$ cat src/rtl/vprq_isqrt_pipe.sv
// Pipelined integer square root, one result bit per stage, with a sideband.
// Generic; no package dependencies.
`timescale 1ns / 1ps
`default_nettype none

module vprq_isqrt_pipe #(
    parameter int RAD_W  = 64,
    parameter int SIDE_W = 1
) (
    input  logic                 i_clk,
    input  logic                 i_rst_n,
    input  logic                 i_en,
    input  logic                 i_vld,
    input  logic [RAD_W-1:0]     i_rad,
    input  logic [SIDE_W-1:0]    i_side,
    output logic                 o_vld,
    output logic [RAD_W/2-1:0]   o_root,
    output logic [SIDE_W-1:0]    o_side
);

    localparam int ROOT_W = RAD_W / 2;
    localparam int REM_W  = ROOT_W + 2;

    logic [RAD_W-1:0]  r_rad  [ROOT_W-1];
    logic [REM_W-1:0]  r_rem  [ROOT_W-1];
    logic [ROOT_W-1:0] r_root [ROOT_W];
    logic [SIDE_W-1:0] r_side [ROOT_W];
    logic              r_vld  [ROOT_W];

    genvar g;
    generate
        for (g = 0; g < ROOT_W; g++) begin : g_stage
            logic [RAD_W-1:0]  rad_in;
            logic [REM_W-1:0]  rem_in;
            logic [ROOT_W-1:0] root_in;
            logic [SIDE_W-1:0] side_in;
            logic              vld_in;
            logic [REM_W+1:0]  rem_sh;
            logic [REM_W+1:0]  trial;
            logic [REM_W-1:0]  n_rem;
            logic [ROOT_W-1:0] n_root;

            if (g == 0) begin : g_head
                assign rad_in  = i_rad;
                assign rem_in  = '0;
                assign root_in = '0;
                assign side_in = i_side;
                assign vld_in  = i_vld;
            end else begin : g_body
                assign rad_in  = r_rad[g-1];
                assign rem_in  = r_rem[g-1];
                assign root_in = r_root[g-1];
                assign side_in = r_side[g-1];
                assign vld_in  = r_vld[g-1];
            end

            // Bring down two radicand bits and try the next root bit
            always_comb begin
                rem_sh = {rem_in, rad_in[RAD_W-1 -: 2]};
                trial  = {2'b00, root_in, 2'b01};
                if (rem_sh >= trial) begin
                    n_rem  = REM_W'(rem_sh - trial);
                    n_root = {root_in[ROOT_W-2:0], 1'b1};
                end else begin
                    n_rem  = REM_W'(rem_sh);
                    n_root = {root_in[ROOT_W-2:0], 1'b0};
                end
            end

            always_ff @(posedge i_clk) begin
                if (!i_rst_n) begin
                    r_vld[g] <= 1'b0;
                end else if (i_en) begin
                    r_vld[g] <= vld_in;
                end
            end

            always_ff @(posedge i_clk) begin
                if (i_en) begin
                    r_root[g] <= n_root;
                    r_side[g] <= side_in;
                end
            end

            // Last stage keeps no radicand or remainder
            if (g < ROOT_W - 1) begin : g_carry
                always_ff @(posedge i_clk) begin
                    if (i_en) begin
                        r_rad[g] <= {rad_in[RAD_W-3:0], 2'b00};
                        r_rem[g] <= n_rem;
                    end
                end
            end
        end
    endgenerate

    assign o_vld  = r_vld[ROOT_W-1];
    assign o_root = r_root[ROOT_W-1];
    assign o_side = r_side[ROOT_W-1];

endmodule

`default_nettype wire

$ cat config.mk
export PLATFORM = sky130hd
export DESIGN_NAME = vprq_isqrt_pipe
export DESIGN_NICKNAME = d
export VERILOG_FILES = /design/src/rtl/vprq_isqrt_pipe.sv
export SDC_FILE = /design/constraint.sdc
export NUM_CORES = 2
export LEC_CHECK = 0
export BUFFER_PORTS_ARGS = -buffer_cell sky130_fd_sc_hd__buf_4
export CORE_MARGIN = 2
export CORE_UTILIZATION = 45
export CTS_BUF_LIST = sky130_fd_sc_hd__clkbuf_4 sky130_fd_sc_hd__clkbuf_8
export DETAILED_ROUTE_END_ITERATION = 6
export PLACE_DENSITY_LB_ADDON = 0.05
export SLEW_MARGIN = 10
export SYNTH_ARGS = -nofsm -noshare
export SYNTH_HDL_FRONTEND = slang
export SYNTH_MEMORY_MAX_BITS = 65536
export SYNTH_SLANG_ARGS = --single-unit
$ cat constraint.sdc
create_clock -name i_clk -period 3.7 [get_ports i_clk]
set_input_delay 0.37 -clock i_clk [delete_from_list [all_inputs] [get_ports i_clk]]
set_output_delay 0.37 -clock i_clk [all_outputs]
set_load 0.05 [all_outputs]
# Yosys cells after proc, flatten, opt, wreduce, memory -nomap -nowiden
# Memory sizes are Yosys's and may differ from the RTL's.
# Index checks and enable logic that the tools add are counted.
# op_classes
n_addsub	31
mul	0
div	0
n_lt_le_gt_ge	32
eq_ne	0
shift	0
n_mux	100
bitwise_logic	32
n_reduce_logical	0
# ops
cell	count
36-bit by 34-bit >= comparator with 1-bit output	31
34-bit 2-to-1 mux	31
34-bit subtractor	30
1-bit 2-to-1 mux	69
1-bit bitwise OR	32
2-bit by 1-bit subtractor with 3-bit output (second input constant)	1
2-bit by 1-bit >= comparator with 1-bit output (second input constant)	1
# word_totals
reg_bits	0
latch_bits	0
ramBits	4064
romBits	0
input_bits	69
output_inout_bits	34
word_cells	200
mem_count	5
# mem_list
memory	words	word_bits	read_ports	rd_ports_with_merged_regs	wr	line_no	text
r_rad	31	62	31	0	31	24	logic [RAD_W-1:0] r_rad [ROOT_W-1];
r_rem	31	34	31	0	31	25	logic [REM_W-1:0] r_rem [ROOT_W-1];
r_root	32	32	32	0	32	26	logic [ROOT_W-1:0] r_root [ROOT_W];
r_side	32	1	32	0	32	27	logic [SIDE_W-1:0] r_side [ROOT_W];
r_vld	32	1	32	0	32	28	logic r_vld [ROOT_W];

# Logic depth before layout (Yosys ltp)
# depth
ltp_word	4
ltp_mapped	14
mapped_depth_nobuf	12

# Least setup slack after synthesis
# No wires, ideal clock.
# synth_path
kind	reg-to-reg
startpoint	memory r_rem[1][238] (netlist bit)
endpoint	memory r_rem[1][293] (netlist bit), data pin
setup_time_ns	0.262
arrival_ns	3.136
required_time_ns	3.438
setup_slack_ns	0.302
path_stages_with_launch	12
synth_period_minus_slack_ns	3.398
cell_sequence	edfxtp_1 -> ha_1 -> nor2b_1 -> o21ai_0 -> a21oi_1 -> a2111oi_0 -> o211ai_1 -> a31o_2 -> a31oi_1 -> buf_2 -> buf_2 -> o21ai_0
# synth_rtl
item	line_no
start, declared	25

==> impl_metrics.json <==
{
  "outcome": "finished clean",
  "syn2layout_area_growth_pct": 14.17,
  "wl_um": 253000,
  "die_area_mm2": 0.2701,
  "hold_violations": 0,
  "worst_setup_path_start_kind": "register",
  "dp_hpwl_um": 180100,
  "clk_pin_slew_ns": 0.06,
  "synth_seq_area_share_pct": 64.89,
  "cts-root-buf": "clkbuf_8",
  "synth_area_per_cell_um2": 12.97,
  "cpMaxStageDelayCell": "or4_1",
  "rsz0062_at_grt": "no",
  "p_switching_w": 0.02368,
  "netlist_area_mm2": 0.1197,
  "min_period_ns": 3.496,
  "syn_inst": 9226,
  "grt_overflow": 0,
  "synth_simple_gate_area_share_pct": 9.941,
  "internal_power_w": 0.05759,
  "slew_headroom_pct": 31.96,
  "crit_path_cell_trace": "ha_1, a21o_1, a21o_1, a211o_1, a2111o_1, a31oi_1, o211ai_1, or4_1, xnor2_1",
  "ys_warn_count": 0,
  "numCtsBuffers": 431,
  "synthFlopType": "edfxtp_1",
  "synth_xor_xnor_area_share_pct": 6.293,
  "required_ns": 4.47,
  "synth_edf_count": 2586,
  "via_count": 72800,
  "peakVddDrop_mv": 0.3902,
  "syn-num-nets": 9857,
  "rows": 189,
  "synth_top_family_by_area": "simple AND/OR/NAND/NOR gates",
  "antenna_found_initial": 12,
  "ant_nets": 0,
  "crit_arrival_ns": 4.27,
  "cts_tree": "done",
  "post-route-period-util_pct": 94.49,
  "utilization_pct": 51.60,
  "p_sw_share_pct": 29.14,
  "gp_congestion": 0.9163,
  "dieHeight_um": 519.8,
  "grt_pass1_vias": 71950,
  "track_usage_pct": 18.28,
  "synth_compound_area_share_pct": 9.453,
  "power_frac_seq_pct": 48.5,
  "die_x_um": 519.8,
  "pwr_density_cell_mw_per_mm2": 594.7,
  "port_buffers": 102,
  "critical-path-top-delay-family": "compound AO/OA/AOI/OAI gates",
  "via_per_inst": 5.250,
  "drv_slew": 0,
  "grt_pass1_wl_um": 397000,
  "worstSetupEndpointType": "register",
  "worst_pin_slew_ns": 1.008,
  "drive_above_1_share_pct": 11.44,
  "clock-sinks": 2587,
  "grt_max_degree": 120,
  "cp_max_fo": 6,
  "comb_power_share_pct": 21.4,
  "clock_latency_ns": 1.07,
  "p_leak_nw": 52.57,
  "path_buf_inv": 0,
  "first_pass_iters": 6,
  "hold_path_class": "input port to register",
  "drc_errors": 0,
  "p_clk_share_pct": 30.0,
  "max_stage_delay_ns": 0.48,
  "fmax_ghz": 0.2860,
  "drt_iter0_markers": 4945,
  "cts_max_level": 5,
  "start_util_pct": 45.19,
  "routedWlPerCell_um": 18.24,
  "post_cts_buffers": 0,
  "async_flop_share_pct": 0,
  "critPathMostFrequentCell": "a21o_1",
  "fin_setup_tns_ns": 0,
  "synthAdderAreaFrac_pct": 5.875,
  "fin_nets": 10630,
  "clock_path_buffers": 4,
  "io_pins": 103,
  "crit_type": "register to register",
  "skew_ns": 0.04922,
  "core_region_area_mm2": 0.2649,
  "synthMuxAreaShare_pct": 0.7495,
  "power.total_w": 0.08127,
  "ys_types": 85,
  "synth_seq_cells": 2587,
  "setup_viol": 0,
  "maxCapViolCount": 0
}
-- final timing paths --
kind,endpoint,slack [ns],start,cells after the start
min,r_rem[0][0],0.17,i_rad[63],3
max reg2reg,r_rem[1][195],0.20,r_rem[1][143],9
min reg2reg,r_rad[1][168],0.40,r_rad[1][104],0
max,r_rem[1][195],0.20,r_rem[1][143],9
-- synthesized netlist by cell type (19+ instances only) --
library cell,count,area share (%)
a21boi_0,20,0.13
a21oi_1,569,2.4
a211oi_1,58,0.36
o21bai_1,71,0.45
nand2_1,667,2.1
xor2_1,428,3.1
nand2b_1,113,0.59
o21a_1,78,0.49
clkbuf_1,152,0.48
a21o_1,216,1.4
a31o_2,19,0.14
nor2_1,582,1.8
o31ai_1,32,0.20
or3_1,98,0.51
nand3b_1,24,0.15
o211ai_1,40,0.25
nor3_1,238,1.0
and2_1,28,0.15
xnor2_1,432,3.2
and3_1,63,0.33
inv_1,710,2.2
nor4_1,134,0.70
ha_1,562,5.9
nand4_1,91,0.48
a31oi_1,47,0.25
mux2_2,67,0.63
or2_2,39,0.20
nor2b_1,71,0.37
o21ai_0,483,2.0
edfxtp_1,2586,65
or4_1,61,0.38
nand3_1,135,0.56
-- registers in the layout, summed over array words and instances (netlist names) --
register / count
r_rem: 1003
r_rad: 992
r_root: 528
r_side: 32
r_vld: 32
-- metrics by stage --
stage	worst slack, ns	instance area (µm²)	cells	hold WS [ns]
final	0.2038	136700	13870	0.1666
after global routing	0.02405	136600	13860	0.06122
after CTS	0.04782	136600	13860	0.004720
after detailed placement	0.05683	127000	12960	0.4045
after global placement	0.05223	127000	12960	0.4003
after floorplan	0.3020	119700	9226	0.4003
-- worst register-to-register path: cells and delay by family (launching register included) --
family / cells / cell delay [ns]
AND/OR/NAND/NOR: 1 / 0.49
AO/OA/AOI/OAI: 6 / 1.85
adder cells (fa/ha/maj): 1 / 0.38
flip-flops: 1 / 0.41
XOR/XNOR: 1 / 0.14
-- what timing repair did --
action	CTS	global route
setup endpoints to repair	0	26
hold buffers	136	0
hold endpoints to repair	178	0
resized for setup	0	10
-- cell type report --
| type | instances | area (µm²) |
|---|---|---|
| Fill cell | 22850 | 128200 |
| Sequential cell | 2587 | 77670 |
| Multi-Input combinational cell | 5754 | 38810 |
| Clock buffer | 578 | 7054 |
| Timing Repair Buffer | 510 | 4802 |
| Tap cell | 3533 | 4420 |
| Inverter | 713 | 2676 |
| Clock inverter | 183 | 1199 |
| Antenna cell | 9 | 22.52 |
-- kinds of logic (layout without fill, tap and decap cells) --
group	Yosys count	in the layout
buf+inv	885	1984
fa+ha+maj	562	562
other cells	1	10
compound gates	1826	1826
xor+xnor	860	860
simple gates	2424	2424
mux	81	81
flops	2587	2587
-- layout by cell type (no fill, tap or decap), types with 17 or more instances in the layout --
cell type,netlist,layout
edfxtp_1,2586,2586
inv_1,710,710
nand2_1,667,667
nor2_1,582,582
a21oi_1,569,567
ha_1,562,562
o21ai_0,483,480
clkbuf_8,0,434
xnor2_1,432,432
xor2_1,428,428
buf_4,2,324
nor3_1,238,236
a21o_1,216,216
clkbuf_4,0,144
dlygate4sd3_1,0,136
nor4_1,134,134
nand3_1,135,134
nand2b_1,113,113
clkinv_1,0,111
or3_1,98,98
nand4_1,91,91
o21a_1,78,78
nor2b_1,71,71
o21bai_1,71,69
mux2_2,67,67
and3_1,63,63
or4_1,61,61
a211oi_1,58,58
buf_12,0,49
a31oi_1,47,46
o211ai_1,40,40
or2_2,39,39
clkinv_2,0,36
o31ai_1,32,32
and2_1,28,28
nand3b_1,24,24
a31o_2,19,19
a21boi_0,20,19
and4_1,17,17
-- power groups by stage --
| stage | logic [W] | clock network, W | registers (W) |
|---|---|---|---|
| after floorplan | 0.0124 | 0 | 0.0390 |
| after global placement | 0.0170 | 0 | 0.0400 |
| after detailed placement | 0.0171 | 0 | 0.0401 |
| after CTS | 0.0174 | 0.0255 | 0.0395 |
| after global routing | 0.0194 | 0.0267 | 0.0398 |
| final | 0.0174 | 0.0244 | 0.0395 |
-- metal layers --
metal	vias to the layer above	global-route usage (%)	share of wire, %
li1	35840	-	-
met5	-	0	0.0051
met2	1504	29.15	46
met1	34960	25.55	47
met4	2	6.182	3.2
met3	508	2.850	4.3
Power figures use the tool's default switching activity.
